==> src/sv/irsp_pkg.sv <==
// Shared types and constants for the report stream parser.
`default_nettype none

package irsp_pkg;

  // Report framing
  localparam logic [7:0] LEN_DIGITAL      = 8'd2;
  localparam logic [7:0] LEN_ANALOG       = 8'd3;
  localparam logic [7:0] FIRST_DIGITAL_ID = 8'h01;
  localparam logic [7:0] ANALOG_FIRST_ID  = 8'd9;
  localparam logic [7:0] ANALOG_LAST_ID   = 8'd96;

  // Sizing defaults
  localparam int MAX_GROUPS     = 8;
  localparam int DIGITAL_GROUPS = 8;
  localparam int QUEUE_DEPTH    = 4;

  // Event kinds
  localparam logic KIND_DIGITAL = 1'b0;
  localparam logic KIND_ANALOG  = 1'b1;

  // One classified report waiting to be expanded into events
  typedef struct packed {
    logic        kind;   // digital change group or analog reading
    logic [6:0]  chan;   // analog channel, or first channel of the group
    logic [15:0] level;  // analog value, or new group byte in the low half
    logic [7:0]  mask;   // changed bits of a digital group
  } job_t;

endpackage

`default_nettype wire

==> src/sv/irsp_front.sv <==
// Front end: parses the byte stream, tracks digital history, emits jobs.
`default_nettype none

module irsp_front #(
  parameter int DIGITAL_GROUPS = irsp_pkg::DIGITAL_GROUPS
) (
  input  wire logic          clk,
  input  wire logic          rst,
  input  wire logic          in_valid,
  output logic               in_ready,
  input  wire logic [7:0]    stream_byte,
  input  wire logic          queue_full,
  output logic               push,
  output irsp_pkg::job_t     push_job
);

  localparam int GW = (DIGITAL_GROUPS > 1) ? $clog2(DIGITAL_GROUPS) : 1;

  typedef enum logic [1:0] {
    POS_LENGTH,
    POS_ID,
    POS_DATA_LO,
    POS_DATA_HI
  } pos_t;

  pos_t        pos;
  logic        is_three;
  logic [7:0]  skip;
  logic [7:0]  rec_id;
  logic [7:0]  low_byte;
  logic [7:0]  history [DIGITAL_GROUPS];

  logic          accept;
  logic          id_digital;
  logic          id_analog;
  logic [GW-1:0] group;
  logic [7:0]    diff;

  // Accept a byte whenever the job queue has room
  assign in_ready = !queue_full;
  assign accept   = in_valid && in_ready;

  // Classify the current report id
  assign id_digital = (rec_id >= irsp_pkg::FIRST_DIGITAL_ID) &&
                      (rec_id <= 8'(DIGITAL_GROUPS));
  assign id_analog  = (rec_id >= irsp_pkg::ANALOG_FIRST_ID) &&
                      (rec_id <= irsp_pkg::ANALOG_LAST_ID);
  assign group      = GW'(rec_id - 8'd1);
  assign diff       = id_digital ? (stream_byte ^ history[group]) : 8'd0;

  // Build the job for a finished report
  always_comb begin
    push     = 1'b0;
    push_job = '0;
    if (pos == POS_DATA_LO) begin
      push_job.kind  = irsp_pkg::KIND_DIGITAL;
      push_job.chan  = 7'((rec_id - 8'd1) << 3);
      push_job.level = {8'd0, stream_byte};
      push_job.mask  = diff;
      push           = accept && !is_three && id_digital && (diff != 8'd0);
    end else if (pos == POS_DATA_HI) begin
      push_job.kind  = irsp_pkg::KIND_ANALOG;
      push_job.chan  = 7'(rec_id - irsp_pkg::ANALOG_FIRST_ID);
      push_job.level = {stream_byte, low_byte};
      push_job.mask  = 8'd0;
      push           = accept && id_analog;
    end
  end

  // Advance the parse position and update history
  always_ff @(posedge clk) begin
    if (rst) begin
      pos      <= POS_LENGTH;
      is_three <= 1'b0;
      skip     <= 8'd0;
      rec_id   <= 8'd0;
      low_byte <= 8'd0;
      for (int g = 0; g < DIGITAL_GROUPS; g++) begin
        history[g] <= 8'd0;
      end
    end else if (accept) begin
      case (pos)
        POS_LENGTH: begin
          if (skip != 8'd0) begin
            skip <= skip - 8'd1;
          end else if (stream_byte == irsp_pkg::LEN_DIGITAL ||
                       stream_byte == irsp_pkg::LEN_ANALOG) begin
            is_three <= (stream_byte == irsp_pkg::LEN_ANALOG);
            pos      <= POS_ID;
          end else begin
            skip <= stream_byte;
          end
        end
        POS_ID: begin
          rec_id <= stream_byte;
          pos    <= POS_DATA_LO;
        end
        POS_DATA_LO: begin
          if (is_three) begin
            low_byte <= stream_byte;
            pos      <= POS_DATA_HI;
          end else begin
            pos <= POS_LENGTH;
            if (id_digital) begin
              history[group] <= stream_byte;
            end
          end
        end
        POS_DATA_HI: begin
          pos <= POS_LENGTH;
        end
        default: begin
          pos <= POS_LENGTH;
        end
      endcase
    end
  end

endmodule

`default_nettype wire

==> src/sv/irsp_queue.sv <==
// Job queue between the parser front end and the event back end.
`default_nettype none

module irsp_queue #(
  parameter int DEPTH = irsp_pkg::QUEUE_DEPTH
) (
  input  wire logic           clk,
  input  wire logic           rst,
  input  wire logic           push,
  input  wire irsp_pkg::job_t push_job,
  output logic                full,
  input  wire logic           pop,
  output logic                not_empty,
  output irsp_pkg::job_t      head
);

  localparam int PW = (DEPTH > 1) ? $clog2(DEPTH) : 1;
  localparam int CW = $clog2(DEPTH + 1);

  irsp_pkg::job_t   entries [DEPTH];
  logic [PW-1:0]    wr_ptr;
  logic [PW-1:0]    rd_ptr;
  logic [CW-1:0]    count;

  assign full      = (count == CW'(DEPTH));
  assign not_empty = (count != '0);
  assign head      = entries[rd_ptr];

  // Store pushed jobs
  always_ff @(posedge clk) begin
    if (push) begin
      entries[wr_ptr] <= push_job;
    end
  end

  // Advance pointers and occupancy
  always_ff @(posedge clk) begin
    if (rst) begin
      wr_ptr <= '0;
      rd_ptr <= '0;
      count  <= '0;
    end else begin
      if (push) begin
        wr_ptr <= (wr_ptr == PW'(DEPTH - 1)) ? '0 : wr_ptr + 1'b1;
      end
      if (pop) begin
        rd_ptr <= (rd_ptr == PW'(DEPTH - 1)) ? '0 : rd_ptr + 1'b1;
      end
      if (push && !pop) begin
        count <= count + 1'b1;
      end else if (pop && !push) begin
        count <= count - 1'b1;
      end
    end
  end

  a_count_bound: assert property (@(posedge clk) disable iff (rst)
    count <= CW'(DEPTH))
    else $error("queue occupancy beyond depth");

  a_no_overflow: assert property (@(posedge clk) disable iff (rst)
    full |-> !push || pop)
    else $error("transfer pushed into a full queue");

  a_no_underflow: assert property (@(posedge clk) disable iff (rst)
    pop |-> not_empty)
    else $error("pop from an empty queue");

endmodule

`default_nettype wire

==> src/sv/irsp_back.sv <==
// Back end: expands queued jobs into events, one per cycle while the output is not stalled.
`default_nettype none

module irsp_back (
  input  wire logic           clk,
  input  wire logic           rst,
  input  wire logic           job_valid,
  input  wire irsp_pkg::job_t job,
  output logic                pop,
  output logic                out_valid,
  input  wire logic           out_ready,
  output logic                event_kind,
  output logic [6:0]          channel,
  output logic [15:0]         level,
  output logic                last
);

  irsp_pkg::job_t cur;
  logic           cur_valid;
  logic [7:0]     cur_mask;

  logic           emit;
  logic           emit_last;
  logic [2:0]     bit_idx;
  logic [7:0]     mask_next;

  // Pick the lowest pending changed bit
  always_comb begin
    bit_idx = 3'd0;
    for (int b = 7; b >= 0; b--) begin
      if (cur_mask[b]) begin
        bit_idx = 3'(b);
      end
    end
  end

  assign mask_next = cur_mask & (cur_mask - 8'd1);
  assign emit      = cur_valid && (!out_valid || out_ready);
  assign emit_last = (cur.kind == irsp_pkg::KIND_ANALOG) || (mask_next == 8'd0);
  assign pop       = job_valid && (!cur_valid || (emit && emit_last));

  // Hold the current job and drive the output register
  always_ff @(posedge clk) begin
    if (rst) begin
      out_valid <= 1'b0;
      cur_valid <= 1'b0;
    end else begin
      if (emit) begin
        out_valid  <= 1'b1;
        event_kind <= cur.kind;
        last       <= emit_last;
        if (cur.kind == irsp_pkg::KIND_ANALOG) begin
          channel <= cur.chan;
          level   <= cur.level;
        end else begin
          channel <= cur.chan + {4'd0, bit_idx};
          level   <= {15'd0, cur.level[bit_idx]};
        end
      end else if (out_ready) begin
        out_valid <= 1'b0;
      end

      if (pop) begin
        cur       <= job;
        cur_mask  <= job.mask;
        cur_valid <= 1'b1;
      end else if (emit && emit_last) begin
        cur_valid <= 1'b0;
      end else if (emit) begin
        cur_mask <= mask_next;
      end
    end
  end

  a_digital_pending: assert property (@(posedge clk) disable iff (rst)
    (cur_valid && cur.kind == irsp_pkg::KIND_DIGITAL) |-> cur_mask != 8'd0)
    else $error("digital job in progress with no changed bit");

  a_analog_last: assert property (@(posedge clk) disable iff (rst)
    (out_valid && event_kind == irsp_pkg::KIND_ANALOG) |-> last)
    else $error("analog event not marked last");

  a_digital_level: assert property (@(posedge clk) disable iff (rst)
    (out_valid && event_kind == irsp_pkg::KIND_DIGITAL) |->
      (level[15:1] == 15'd0 && channel < 7'd64))
    else $error("digital event out of range");

endmodule

`default_nettype wire

==> src/sv/io_report_stream_parser.sv <==
// Top level of the report stream parser: front end, job queue, back end.
//
//   channel | signals                                                | direction
//   --------+--------------------------------------------------------+----------
//   in      | in_valid, in_ready, stream_byte                        | sink
//   out     | out_valid, out_ready, event_kind, channel, level, last | source
//
// One byte is taken per cycle while the job queue has room.
// An analog report with an id in range yields one event; a digital one yields one
// event per changed bit, lowest first, one per cycle while the output is not stalled.
// The back end loads a new event in the cycle the previous one transfers.
// Reset clears the parse state, the digital history and the queue at once.
// A stalled output fills the queue, and then in_ready drops.
`default_nettype none

module io_report_stream_parser #(
  parameter int DIGITAL_GROUPS = irsp_pkg::DIGITAL_GROUPS,
  parameter int QUEUE_DEPTH    = irsp_pkg::QUEUE_DEPTH
) (
  input  wire logic        clk,
  input  wire logic        rst,
  input  wire logic        in_valid,
  output logic             in_ready,
  input  wire logic [7:0]  stream_byte,
  output logic             out_valid,
  input  wire logic        out_ready,
  output logic             event_kind,
  output logic [6:0]       channel,
  output logic [15:0]      level,
  output logic             last
);

  logic           queue_full;
  logic           push;
  irsp_pkg::job_t push_job;
  logic           pop;
  logic           job_valid;
  irsp_pkg::job_t head;

  // Parse and classify
  irsp_front #(
    .DIGITAL_GROUPS (DIGITAL_GROUPS)
  ) u_front (
    .clk         (clk),
    .rst         (rst),
    .in_valid    (in_valid),
    .in_ready    (in_ready),
    .stream_byte (stream_byte),
    .queue_full  (queue_full),
    .push        (push),
    .push_job    (push_job)
  );

  // Decouple front and back
  irsp_queue #(
    .DEPTH (QUEUE_DEPTH)
  ) u_queue (
    .clk       (clk),
    .rst       (rst),
    .push      (push),
    .push_job  (push_job),
    .full      (queue_full),
    .pop       (pop),
    .not_empty (job_valid),
    .head      (head)
  );

  // Expand jobs into events
  irsp_back u_back (
    .clk        (clk),
    .rst        (rst),
    .job_valid  (job_valid),
    .job        (head),
    .pop        (pop),
    .out_valid  (out_valid),
    .out_ready  (out_ready),
    .event_kind (event_kind),
    .channel    (channel),
    .level      (level),
    .last       (last)
  );

endmodule

`default_nettype wire

==> config.mk <==
export PLATFORM = sky130hd
export DESIGN_NAME = io_report_stream_parser
export DESIGN_NICKNAME = d
export VERILOG_FILES = /design/src/sv/irsp_pkg.sv /design/src/sv/irsp_front.sv /design/src/sv/irsp_queue.sv /design/src/sv/irsp_back.sv /design/src/sv/io_report_stream_parser.sv
export SDC_FILE = /design/constraint.sdc
export NUM_CORES = 1
export LEC_CHECK = 0
export BUFFER_PORTS_ARGS = -buffer_cell sky130_fd_sc_hd__buf_2
export CAP_MARGIN = 20
export CORE_UTILIZATION = 45
export CTS_BUF_LIST = sky130_fd_sc_hd__clkbuf_4 sky130_fd_sc_hd__clkbuf_8
export DETAILED_ROUTE_END_ITERATION = 16
export GPL_TIMING_DRIVEN = 0
export PLACE_DENSITY = 0.73
export SLEW_MARGIN = 20
export SYNTH_ARGS = -nofsm -noshare
export SYNTH_HDL_FRONTEND = slang
export SYNTH_SLANG_ARGS = --single-unit
==> constraint.sdc <==
create_clock -name clk -period 3.7 [get_ports clk]
set_clock_uncertainty 0.2 [all_clocks]
set_input_delay 1.11 -clock clk [delete_from_list [all_inputs] [get_ports clk]]
set_output_delay 1.11 -clock clk [all_outputs]
set_load 0.005 [all_outputs]
After elaboration in Yosys (flattened, before gate mapping) --
Memory sizes are Yosys's and may differ from the RTL's. A register that Yosys moved wholly into a read port is not among the register bits. Index checks and enable logic that the tools add are counted.
Operators by class: muxes and demuxes 49, $mul 0, add/subtract/negate cells 9, magnitude comparators 5, bitwise gates (word level) 4, shift-type cells 0, reduce and logical (&&, ||, !) cells 40, equal/unequal tests 12, divide/modulo/power cells 0
Operator list (count):
- two-way mux 32 bit | 2
- two-way mux 8 bit | 7
- two-way mux 3 bit | 11
- two-way mux 1 bit | 19
- == test 8 x 2 -> 1 bit, second input constant | 2
- nonzero test 8 bit | 2
- subtractor 8 x 1 -> 8 bit, second input constant | 2
- two-way mux 2 bit | 7
- logical AND 1 bit | 12
- AND reduction 3 bit | 4
- AND 8 bit | 1
- == test 2 bit, second input constant | 4
- greater-or-equal comparator 8 x 1 -> 1 bit, second input constant | 1
- greater-or-equal comparator 8 x 4 -> 1 bit, second input constant | 1
- <= comparator 8 x 4 -> 1 bit, second input constant | 1
- <= comparator 8 x 7 -> 1 bit, second input constant | 1
- zero test 8 bit | 1
- case mux 2 bit (4 select lines) | 1
- nonzero test 2 bit | 4
- OR reduction 8 bit | 1
- XOR 8 bit | 1
- adder 7 x 3 -> 7 bit | 1
- two-way mux 7 bit | 1
- subtractor 7 x 4 -> 7 bit, second input constant | 1
- other kinds (17) | 31
Storage, ports and cells: bits in read-only memories 0, bits in writable memories 192, flip-flop bits (word level) 93, memories 2, latch bits 0, input port bits 12
Memory list:
- u_queue.entries | depth 4, bits a word 32, read ports 1, clocked after Yosys merged registers in 1, wr ports 1, line irsp_queue.sv:20 | irsp_pkg::job_t entries [DEPTH];
- u_front.history | depth 8, bits a word 8, read ports 1, clocked after Yosys merged registers in 0, wr ports 8, line irsp_front.sv:31 | logic [7:0] history [DIGITAL_GROUPS];

Logic depth before layout (Yosys ltp) --
Gate-level depths: netlist of the first run.
word-level depth 11, mapped depth 19, gate-level depth less buffers 15

Cells and area by module --
A second synthesis of the first run with hierarchy kept.
Second synthesis, totals: cells, all modules 811, area total of the unflattened synthesis 12423.2 um^2
Modules (own cells, without submodules):
- irsp_queue | times used 1, sequential area each 4023.9 um^2, area each 5099.9 um^2, cells an instance 211
- irsp_front | times used 1, sequential area each 2462.4 um^2, area each 4795.8 um^2, cells an instance 430
- irsp_back | times used 1, sequential area each 1751.7 um^2, area each 2527.4 um^2, cells an instance 170

Worst setup path before layout of the first run --
No wires, ideal clock.
path kind register to register, start point reg u_front.rec_id[0], end point reg u_queue.count[2], buffers on the path 4, cell stages (with the launch flop) 19, setup slack -0.345 ns, arrival time 3.775 ns, setup time 0.070 ns, path through dfxtp_1 > buf_4 > buf_2 > inv_1 > ha_1 > buf_2 > clkbuf_1 > mux4_2 > mux2i_1 > xor2_1 > nand2_1 > o41ai_4 > inv_2 > ha_1 > inv_1 > fa_1 > xor2_1 > or3_1 > a21oi_1
On the way: longest elaborated chain between the ends 10, elaborated cells between the ends (all ways) 21, classes of those cells 1 x add/sub; 4 x order compare; 4 x mux; 1 x bitwise; 10 x reduce/logical; 1 x memory
Ends and longest elaborated chain:
- start, declared | line irsp_front.sv:29 | logic [7:0] rec_id;
- start signal, assigned | line irsp_front.sv:95 | rec_id <= stream_byte;
- subtractor 4 x 1 -> 4 bit | line irsp_front.sv:48 | assign group = GW'(rec_id - 8'd1);
- memory read (8 x 8 bit)
- XOR 8 bit | line irsp_front.sv:49 | assign diff = id_digital ? (stream_byte ^ history[group]) : 8'd0;
- two-way mux 8 bit | line irsp_front.sv:49
- nonzero test 8 bit | line irsp_front.sv:60 | push = accept && !is_three && id_digital && (diff != 8'd0);
- logical AND 1 bit | line irsp_front.sv:60
- two-way mux 1 bit (*) | line irsp_front.sv:55 | if (pos == POS_DATA_LO) begin
- named net push | line io_report_stream_parser.sv:34 | logic push;
- zero test 1 bit | line irsp_queue.sv:51 | end else if (pop && !push) begin
- logical AND 1 bit | line irsp_queue.sv:51
- nonzero test 2 bit (no line)
- end signal, assigned | line irsp_queue.sv:50 | count <= count + 1'b1;
- end signal, assigned | line irsp_queue.sv:52 | count <= count - 1'b1;
- end, declared | line irsp_queue.sv:23 | logic [CW-1:0] count;
The timed path passes the listed nets; every way through them passes the cells marked *. A chain may end at the register's enable or synchronous reset.

Final worst setup path of the first run --
Same ends and word-level chain as after synthesis.

==> key figures, run 1 <==
Job
  – Max Cap Viol: 0

Finish
  – Layout cells sized above 1: 0.254
  – Number of diodes: 0
  – Multi-input logic area: between 4000 and 5000 sq um
  – Finished Cell Area: 14700 sq um
  – Fillers: 2130
  – Synth-to-Final Area Change: 17.7%
  – Final Net Count: just under 1000
  – Seq. cell area: slightly above 8000 sq um

Worst hold path
  – Hold Path Class: register to register
  – Min-Delay Path Depth: 2
  – WHS Endpoint: u_front.skip[1]
  – Min-delay src: u_front.skip[1]

STA
  – # setup viols final: 0
  – RSZ-0062 raised after global routing: true
  – Period utilization: 0.999
  – Max Fclk: about 0.27 GHz
  – Max-slew violations: 0
  – Worst slew pin tran: between 0.9 and 1 ns
  – Post-route minimum period: 3.70 ns
  – Final Hold Vio Count: 0
  – Slew headroom: 0.384

Global route
  – Vias in the first global route: ~7200
  – Initial antenna violation count: 0
  – First-pass GRT wire length: between 30000 and 40000 um
  – GRT overflow: 0
  – GRT Util Overall: 0.183
  – Largest net degree at the start of global routing: 29

Clocking
  – # clock sinks: between 200 and 300
  – Clk_lat worst skew: 0.57 ns
  – CTS tree: done
  – Total CTS buffers: 46
  – Clock root buffer: clkbuf_8
  – Hold-fix buffers, CTS: 0
  – Max clock buf depth: 3
  – Htree depth: 2
  – Clock transition at path regs: 0.06 ns

Pwr
  – P_leak: 5.33 nW
  – Total power: about 7 mW
  – Worst ir drop on vdd: approximately 0.25 mV
  – Power density over the cells: around 470 nW/um^2

Critical path
  – Setup CP Type: register to register
  – Worst Path Required: between 3 and 4 ns
  – Critical path endpoint category: register
  – Largest delay contributor family on the critical path: simple AND/OR/NAND/NOR gates
  – Setup slack, reg-to-reg: roughly 0.0029 ns
  – CP max FO: 5
  – Slowest cell on crit path: dfxtp_4
  – Reg2reg end: u_queue.count[2]
  – Reg2reg path depth: 18
  – Bufs and invs on worst path: 6
  – CP arrival: about 4 ns
  – Critical Path Source Type: register
  – Max incr delay on CP: 0.38 ns
  – Reg-to-reg startpoint: u_front.rec_id[0]
  – CP Cell Sequence: buf_12, inv_8, ha_4, buf_8, clkbuf_16, nand3b_1, mux2_4, nand4_1, xor2_1, nand4_1, o41ai_4, inv_2, ha_4, inv_2, fa_2, xor2_1, or3_1, a21oi_2

Placement
  – Placed Area: between 10000 and 15000 sq um
  – Post-DP HPWL: ~17000 um
  – IO buf count: 38
  – Global placement routability congestion: around 0.9

Route
  – DR pass1 iterations: 5
  – Via density: 5.44
  – DRT Wirelength: around 25000 um
  – Drt wl/cell: about 19 um
  – Final antenna-violating net count: 0
  – DR vias: between 7000 and 8000
  – DRC: 0
  – Iteration-0 DRC Markers: about 460

Yosys
  – EDFF count, synth: between 200 and 250
  – Syn_nets: a little under 900
  – Post-synth top area share: 0.600
  – Async set or reset register ratio after synthesis: 0
  – Ranking of synthesized cells by area: edfxtp_1 60%, mux4_2 7.4%, dfxtp_1 6.1%, and2_1 4.3%, mux2i_1 3.6%
  – Syn_area_per_cell: ~15 sq um
  – Cells after Synth: between 800 and 900
  – Synth warn: 0
  – Seq/Total Area, Yosys: 0.661
  – Mapped cell area: ~12000 sq um
  – Number of distinct library cells after synthesis: 61
  – Synth area leader: edfxtp_1
  – Yosys reg bits: 287
  – Main synth FF type: edfxtp_1

Floorplanning
  – I/O pin total: 39
  – Rows: 60
  – Die area: ~28000 sq um
  – Core Footprint: approximately 27000 sq um
  – Die X: ~170 um
  – Initial Util: 0.461
  – Die Span Y: between 150 and 200 um

Run status
  – Outcome: finished, final reports clean
## cells by family (layout without fill, tap and decap cells)
| kind of cell | count (synthesis) | count (layout) | share of synthesized area |
|---|---|---|---|
| AND/OR/NAND/NOR | 292 | 292 | 0.131 |
| flip-flops | 287 | 287 | 0.661 |
| multiplexers | 94 | 94 | 0.119 |
| buffers and inverters | 70 | 224 | 0.0227 |
| AO/OA/AOI/OAI | 64 | 64 | 0.0341 |
| XOR/XNOR | 20 | 20 | 0.0147 |
| adder cells (fa/ha/maj) | 16 | 16 | 0.0171 |
## flip-flops by register name (all words and copies together) (netlist names), 3 cells and up, named ones only
signal	cells
u_queue.entries	128
u_front.history	64
u_back.cur	24
u_back.level	16
u_back.cur_mask	8
u_front.low_byte	8
u_front.rec_id	8
u_front.skip	8
u_back.channel	7
u_queue.count	3
## tightest hold or removal path, cell delays in order, from the launching register on
cell	delay, ns
dfxtp_1	0.32
nand2_1	0.06
a21oi_1	0.05
## metrics by stage
stage                     setup TNS [ns]  hold WS, ns   util  worst slack [ns]  std cells
after global routing              -0.187        0.307  0.543            -0.146       1338
after detailed placement          -51.25        0.270  0.490            -0.713       1229
after floorplan                  -0.0264        0.241      -           -0.0264        843
after CTS                              0        0.278  0.538           0.00294       1334
after global placement           -134.45        0.259  0.485            -0.953       1222
final                                  0        0.277  0.543           0.00291       1338
## where the power goes
part	internal, mW	switching, mW
logic	0.175	0.278
clock network	1.65	1.24
registers	3.54	0.0474
## layer usage
layer  vias up  wire [um]  global-route usage
met5         -          0                   0
li1       3406          -                   -
met3        59       1510              0.0339
met4         0        743              0.0684
met2       269      12500               0.311
met1      3540      10500               0.233
## worst max path at each step
| stage | startpoint | to | slack [ns] | cells after the start |
|---|---|---|---|---|
| 6_report | u_front.rec_id[0] | u_queue.count[2] | 0.003 | 18 |
| 5_1_grt | u_front.rec_id[1] | u_queue.count[2] | -0.15 | 17 |
| 4_1_cts | u_front.rec_id[0] | u_queue.count[2] | 0.003 | 19 |
| 3_5_place_dp | u_front.rec_id[0] | u_queue.count[2] | -0.71 | 18 |
| 3_3_place_gp | u_front.rec_id[0] | u_queue.entries[2][19] | -0.95 | 11 |
| 2_1_floorplan | u_front.rec_id[0] | u_queue.count[2] | -0.03 | 19 |
## cell type report
class | count | area share
flip-flops and latches | 287 | 0.562
multi-input cells | 486 | 0.280
clock buffers | 72 | 0.0590
repair buffers | 70 | 0.0355
well taps | 341 | 0.0291
plain buffers | 46 | 0.0186
clock inverters | 14 | 0.00990
inverters | 22 | 0.00614
## synthesized netlist by cell type, types with 4 or more instances
library cell	n
and3_1	10
dfxtp_1	38
nor3_1	17
buf_2	4
and2_1	85
nand3b_1	11
mux4_2	41
ha_1	13
inv_1	21
a21oi_1	19
nand2_1	30
clkbuf_1	36
mux2_2	6
or2_2	7
or3_1	5
edfxtp_1	249
o21ai_0	19
mux2i_1	45
nand3_1	9
nor2b_1	16
nor2_1	56
nand2b_1	6
o31ai_1	4
xor2_1	14
nor3b_1	20
buf_1	5
nor4_1	5
xnor2_1	5
nand4_1	6
## cell usage in the layout, fill, tap and decap left out, types with 5 or more instances in the layout
cell	instances
nand3_1	9
clkbuf_1	30
edfxtp_1	249
buf_4	22
nor4_1	5
buf_1	5
clkbuf_8	53
nand2b_1	6
nor3_1	10
clkbuf_4	20
a21oi_1	18
mux4_2	41
and3_1	10
buf_6	6
nor3b_1	15
nor3_2	6
xor2_1	14
dfxtp_1	37
inv_1	19
nand4_1	6
mux2i_1	42
o21ai_0	19
ha_1	11
or2_2	7
nand3b_1	11
clkinv_1	5
buf_2	42
nand2_1	28
or3_1	5
nor2_1	55
nor2b_1	16
and2_1	81
## repair_timing
item | CTS | global route
buffers inserted | 19 | 3
gates cloned | 1 | 2
pin swaps | 10 | 13
setup endpoints to repair | 147 | 68
hold endpoints to repair | 0 | 0
gates resized for setup | 25 | 28
Power figures use the tool's default switching activity.
==> inputs of run 2 (changes only) <==
--- a/config.mk
+++ b/config.mk
@@ -10,8 +10,7 @@
 export CORE_UTILIZATION = 45
 export CTS_BUF_LIST = sky130_fd_sc_hd__clkbuf_4 sky130_fd_sc_hd__clkbuf_8
 export DETAILED_ROUTE_END_ITERATION = 16
-export GPL_TIMING_DRIVEN = 0
-export PLACE_DENSITY = 0.73
+export PLACE_DENSITY_LB_ADDON = 0.25
 export SLEW_MARGIN = 20
 export SYNTH_ARGS = -nofsm -noshare
 export SYNTH_HDL_FRONTEND = slang
==> key figures, run 2 (synthesized netlist as in run 1, its figures left out) <==
STA
  – Period utilization: 0.967
  – Worst slew pin tran: approximately 0.76 ns
  – Slew headroom: 0.494
  – Max-slew violations: 0
  – Max Fclk: 0.280 GHz
  – Final Hold Vio Count: 0
  – Post-route minimum period: 3.58 ns
  – # setup viols final: 0

Pwr
  – Total power: a little under 7 mW
  – Combinational Power Share: 0.065
  – Power density over the cells: around 470 nW/um^2
  – Power share of the sequential group: 0.526
  – Sw Ratio: 0.226
  – Clock power share: 0.409
  – P_leak: between 5 and 6 nW
  – Int Pwr: between 5 and 6 mW
  – Worst ir drop on vdd: approximately 0.42 mV
  – Net switching power: ~1.5 mW

Finish
  – Synth-to-Final Area Change: 16.0%
  – Number of diodes: 0
  – Layout cells sized above 1: 0.253
  – Biggest regs: u_queue.entries x128, u_front.history x64, u_back.cur x24
  – Final core utilization: 0.535
  – Fillers: between 2000 and 2500
  – Final Net Count: between 900 and 1000
  – Commonest non-fill, non-tap cell in the layout: edfxtp_1
  – Number of flip-flops in the largest register: between 100 and 150
  – Most frequent cells in the layout: 249 x edfxtp_1, 85 x and2_1, 61 x buf_4, 55 x nor2_1, 51 x clkbuf_8
  – Largest Register: u_queue.entries

Clocking
  – Max clock buf depth: 3
  – Clk_lat worst skew: ~0.57 ns
  – Clock root buffer: clkbuf_8
  – Total CTS buffers: 47
  – Hold-fix buffers, CTS: 0
  – CTS tree: done
  – Htree depth: 2
  – # clock sinks: around 290
  – Clock transition at path regs: roughly 0.060 ns

Critical path
  – Critical Path Source Type: register
  – CP Cell Sequence: inv_1, ha_4, buf_12, buf_4, mux4_2, mux2i_1, xor2_1, nand2_1, o41ai_4, inv_2, ha_2, inv_1, fa_1, xor2_1, or3_1, a21oi_1
  – CP arrival: between 3 and 4 ns
  – Critical path endpoint category: register
  – Setup CP Type: register to register
  – CP max FO: 5
  – Slowest cell on crit path: o41ai_4
  – Max incr delay on CP: 0.36 ns
  – Worst Path Required: between 3 and 4 ns

Route
  – Iteration-0 DRC Markers: 370
  – DR vias: 7062
  – DRT Wirelength: 25200 um
  – DRC: 0
  – Final antenna-violating net count: 0
  – Via density: between 5 and 6
  – DR pass1 iterations: 4
  – Drt wl/cell: between 15 and 20 um

Global route
  – GRT overflow: 0
  – First-pass GRT wire length: between 30000 and 40000 um
  – GRT Util Overall: 0.183
  – Initial antenna violation count: 0
  – Largest net degree at the start of global routing: 33
  – Vias in the first global route: approximately 7000

Floorplanning
  – Core Footprint: between 20000 and 30000 sq um
  – Die Span Y: about 170 um
  – I/O pin total: 39
  – Rows: 60
  – Die area: 28300 sq um
  – Initial Util: 0.461
  – Die X: roughly 170 um

Placement
  – Global placement routability congestion: between 0.7 and 0.8
  – IO buf count: 38
  – Post-DP HPWL: ~16000 um

Worst hold path
  – Hold Path Class: register to register

Run status
  – Outcome: finished, final reports clean

Job
  – Max Cap Viol: 0
## run 2: cell count changes in the layout (fill, tap and decap cells not counted), moves of 4 or more
cell	before	now
buf_6	6	0
nor3_2	6	1
buf_4	22	61
buf_1	5	0
buf_2	42	38
clkinv_1	5	12
clkbuf_4	20	15
clkbuf_1	30	0
nor3_1	10	17
and2_1	81	85
## run 2: metrics by stage
step	instance area [sq um]	cells	worst slack, ns	TNS (ns)	hold WS, ns
after floorplan	12500	843	-0.0264	-0.0264	0.241
after global placement	13300	1226	0.0856	0	0.259
after detailed placement	13300	1226	-0.0472	-0.0472	0.262
after CTS	14300	1312	0.0626	0	0.271
after global routing	14500	1326	-0.0557	-0.0557	0.300
final	14500	1326	0.122	0	0.272
## run 2: what timing repair did
action,in CTS,in global routing
resized for setup,1,9
endpoints found under the setup margin,2,2
endpoints found under the hold margin,0,0
setup buffers,0,14
pin swaps,0,8
## run 2: final cells by class
cell class	count	area, sq um	area share
clock buffer	66	815	0.0564
clock inverter	20	153	0.0106
inverter	22	82.6	0.00571
multi-input combinational	486	3990	0.276
sequential	287	8240	0.570
tap	341	427	0.0295
timing repair buffer	104	743	0.0514
## run 2: power groups by stage
stage                     sequential, mW  combinational [mW]  clock (mW)
after global placement              3.66               0.429           0
after global routing                3.60               0.513        2.98
after floorplan                     3.64               0.324           0
final                               3.59               0.441        2.79
after detailed placement            3.66               0.438           0
after CTS                           3.59               0.440        2.85
## run 2: layer usage
layer,wire (um),share of wire,vias to the layer above,global-route usage
met2,12700,0.50,145,0.312
met4,511,0.020,0,0.0632
li1,-,-,3363,-
met5,0,0,-,0
met3,981,0.039,38,0.0277
met1,11100,0.44,3516,0.238
## run 2: final timing paths
| check | startpoint | to | slack, ns | cells after the start |
|---|---|---|---|---|
| max | u_front.rec_id[1] | u_queue.count[2] | 0.12 | 16 |
| min | u_front.skip[1] | u_front.skip[1] | 0.27 | 2 |
| max reg2reg | u_front.rec_id[1] | u_queue.count[2] | 0.12 | 16 |
| min reg2reg | u_front.skip[1] | u_front.skip[1] | 0.27 | 2 |
## run 2: worst max-delay path, delay by kind of cell, from the launching register on
family	cells	cell delay, ns
XOR/XNOR	2	0.30
multiplexers	2	0.58
AND/OR/NAND/NOR	2	0.44
buffers and inverters	5	0.48
adder cells (fa/ha/maj)	3	0.67
AO/OA/AOI/OAI	2	0.50
flip-flops	1	0.33
==> inputs of run 3 (changes only) <==
--- a/config.mk
+++ b/config.mk
@@ -5,9 +5,10 @@
 export SDC_FILE = /design/constraint.sdc
 export NUM_CORES = 1
 export LEC_CHECK = 0
+export ABC_AREA = 1
 export BUFFER_PORTS_ARGS = -buffer_cell sky130_fd_sc_hd__buf_2
 export CAP_MARGIN = 20
-export CORE_UTILIZATION = 45
+export CORE_UTILIZATION = 40
 export CTS_BUF_LIST = sky130_fd_sc_hd__clkbuf_4 sky130_fd_sc_hd__clkbuf_8
 export DETAILED_ROUTE_END_ITERATION = 16
 export PLACE_DENSITY_LB_ADDON = 0.25
==> key figures, run 3 <==
Run status
  – Outcome: finished, final reports clean

Yosys
  – Async set or reset register ratio after synthesis: 0
  – Top-count cell post-synth: nand2_1
  – Ranking of synthesized cells by area: edfxtp_1 60%, nand2_1 8.7%, dfxtp_1 6.1%, nor2_1 5.7%, o21ai_0 4.5%
  – Number of distinct library cells after synthesis: 40
  – Syn_nets: ~1200
  – Mapped cell area: ~12000 sq um
  – Synth area leader: edfxtp_1
  – Syn_area_per_cell: 10.3 sq um
  – Cells after Synth: 1205
  – EDFF count, synth: 249
  – Commonest cells in the netlist: 289 x nand2_1, 249 x edfxtp_1, 187 x nor2_1, 111 x o21ai_0, 84 x inv_1
  – Seq/Total Area, Yosys: 0.664
  – Yosys reg bits: about 290
  – Main synth FF type: edfxtp_1
  – Synth warn: 0
  – Post-synth top area share: 0.603

Pwr
  – P_leak: between 5 and 6 nW
  – Total power: 8.75 mW
  – Worst ir drop on vdd: about 0.33 mV
  – Power density over the cells: about 620 nW/um^2

Global route
  – GRT overflow: 0
  – First-pass GRT wire length: 43700 um
  – Largest net degree at the start of global routing: 65
  – Vias in the first global route: between 8000 and 9000
  – Initial antenna violation count: 0
  – GRT Util Overall: 0.180

STA
  – Max Fclk: approximately 0.3 GHz
  – Final Hold Vio Count: 0
  – Slew headroom: 0.378
  – # setup viols final: 0
  – RSZ-0062 raised after global routing: false
  – Period utilization: 0.927
  – Post-route minimum period: around 3.4 ns
  – WHS: about 0.27 ns
  – Worst slew pin tran: between 0.9 and 1 ns
  – Max-slew violations: 0
  – Setup_tns: 0 ns

Clocking
  – Total CTS buffers: 47
  – Htree depth: 2
  – Hold-fix buffers, CTS: 0
  – CTS tree: done
  – Clock root buffer: clkbuf_8
  – Postcts setup bufs: 0
  – Clk_lat worst skew: slightly below 0.6 ns
  – Clock transition at path regs: about 0.060 ns
  – PostCTS Resize Cnt: 0
  – # clock sinks: about 290
  – Max clock buf depth: 3

Floorplanning
  – Die X: 178 um
  – Die area: around 32000 sq um
  – I/O pin total: 39
  – Rows: 64
  – Core Footprint: just over 30000 sq um
  – Initial Util: 0.407
  – Die Span Y: between 150 and 200 um

Critical path
  – Critical Path Source Type: register
  – Critical path endpoint category: register
  – Reg2reg end: u_queue.count[2]
  – Setup CP Type: register to register
  – CP max FO: 36
  – CP arrival: 3.70 ns
  – Reg2reg path depth: 18
  – Reg-to-reg startpoint: u_front.rec_id[0]
  – Worst Path Required: between 3 and 4 ns
  – Setup slack, reg-to-reg: between 0.2 and 0.3 ns

Placement
  – Post-DP HPWL: 17500 um
  – Placed Cells incl. Taps: about 1600
  – IO buf count: 38
  – Global placement routability congestion: 0.831

Route
  – Via density: between 4 and 5
  – Drt wl/cell: approximately 16 um
  – DR pass1 iterations: 5
  – Iteration-0 DRC Markers: ~660
  – Final antenna-violating net count: 0
  – DRT Wirelength: roughly 28000 um
  – DRC: 0
  – DR vias: roughly 8500

Finish
  – Post-Layout Cell Count: roughly 1700
  – Largest Register: u_queue.entries
  – Fillers: 2876
  – Final core utilization: 0.462
  – Commonest non-fill, non-tap cell in the layout: nand2_1
  – Number of diodes: 0
  – Biggest regs: u_queue.entries x128, u_front.history x64, u_back.cur x24
  – Layout cells sized above 1: 0.145
  – Synth-to-Final Area Change: 13.8%
  – Final Net Count: ~1300
  – Number of flip-flops in the largest register: about 130
  – Most frequent cells in the layout: 289 x nand2_1, 249 x edfxtp_1, 181 x nor2_1, 111 x o21ai_0, 84 x inv_1
  – Seq. cell area: approximately 8200 sq um
  – Multi-input logic area: between 3000 and 4000 sq um

Worst hold path
  – WHS Endpoint: u_front.skip[7]
  – Min-Delay Path Depth: 2
  – Min-delay src: u_front.skip[7]
  – Hold Path Class: register to register

Job
  – Max Cap Viol: 0
## run 3: cell count changes after synthesis, sizes merged, moves of 11 or more
| cell | change |
|---|---|
| nand3 | +26 |
| nand3b | -11 |
| a21oi | +23 |
| o21ai | +96 |
| mux4 | -42 |
| nor3b | -20 |
| inv | +69 |
| nand2 | +272 |
| mux2i | -45 |
| o22ai | +34 |
| and2 | -86 |
| nor2b | -16 |
| nor2 | +135 |
## run 3: logic make-up (layout without fill, tap and decap cells)
logic type      count (synthesis)  in the layout  synth area share
fa+ha+maj                      15             15            0.0163
buf+inv                       148            249            0.0503
xor+xnor                        6              6           0.00424
compound gates                204            204            0.0887
simple gates                  545            545             0.176
flops                         287            287             0.664
## run 3: where the power goes
group | leakage, nW | switching (mW) | internal, mW | total (mW)
combinational | 2.42 | 1.21 | 0.584 | 1.80
clock | 0.541 | 1.29 | 1.59 | 2.88
sequential | 2.73 | 0.147 | 3.93 | 4.08
total | 5.69 | 2.65 | 6.10 | 8.75
## run 3: how the worst max path moves through the flow
| stage | cells past startpoint | endpoint | from | slack [ns] |
|---|---|---|---|---|
| global route | 18 | u_queue.count[2] | u_front.rec_id[0] | 0.04 |
| CTS | 18 | u_queue.count[2] | u_front.rec_id[0] | 0.29 |
| floorplan | 18 | u_queue.entries[0][0] | u_front.rec_id[0] | -0.23 |
| global placement | 18 | u_queue.count[2] | u_front.rec_id[0] | 0.38 |
| finish | 18 | u_queue.count[2] | u_front.rec_id[0] | 0.27 |
| detailed placement | 18 | u_queue.count[2] | u_front.rec_id[0] | 0.30 |
## run 3: cell type report
class                      count  share of cell area
tap                          396              0.0351
sequential                   287               0.584
timing repair buffer          65              0.0314
multi-input combinational    770               0.252
clock inverter                18              0.0100
clock buffer                  70              0.0612
inverter                      96              0.0263
## run 3: routing by layer
layer  routed length (um)  up-vias  global-route usage  share of wire
met3                 1340       46              0.0313          0.049
met1                12400     4032               0.235           0.45
met2                13400      204               0.304           0.49
met4                  493        0              0.0527          0.018
met5                    0        -                   0              0
li1                     -     4219                   -              -
## run 3: worst max-delay path, cell delays in order (launching register included)
cell,delay [ns]
dfxtp_1,0.40
buf_4,0.39
ha_1,0.23
inv_1,0.05
nand2_1,0.06
and3_1,0.38
nand3_1,0.19
nand2_1,0.10
nor2_1,0.05
nand2_1,0.07
nand2_2,0.08
nand2_2,0.09
ha_1,0.14
inv_1,0.06
fa_1,0.37
a21oi_1,0.14
o21ai_0,0.11
o21ai_0,0.15
a21oi_1,0.05
## run 3: stage by stage
| stage | setup WS (ns) | instance area (sq um) |
|---|---|---|
| 2_1_floorplan | -0.226 | 12400 |
| 3_3_place_gp | 0.375 | 13100 |
| 3_5_place_dp | 0.299 | 13100 |
| 4_1_cts | 0.286 | 14100 |
| 5_1_grt | 0.0391 | 14100 |
| 6_report | 0.270 | 14100 |
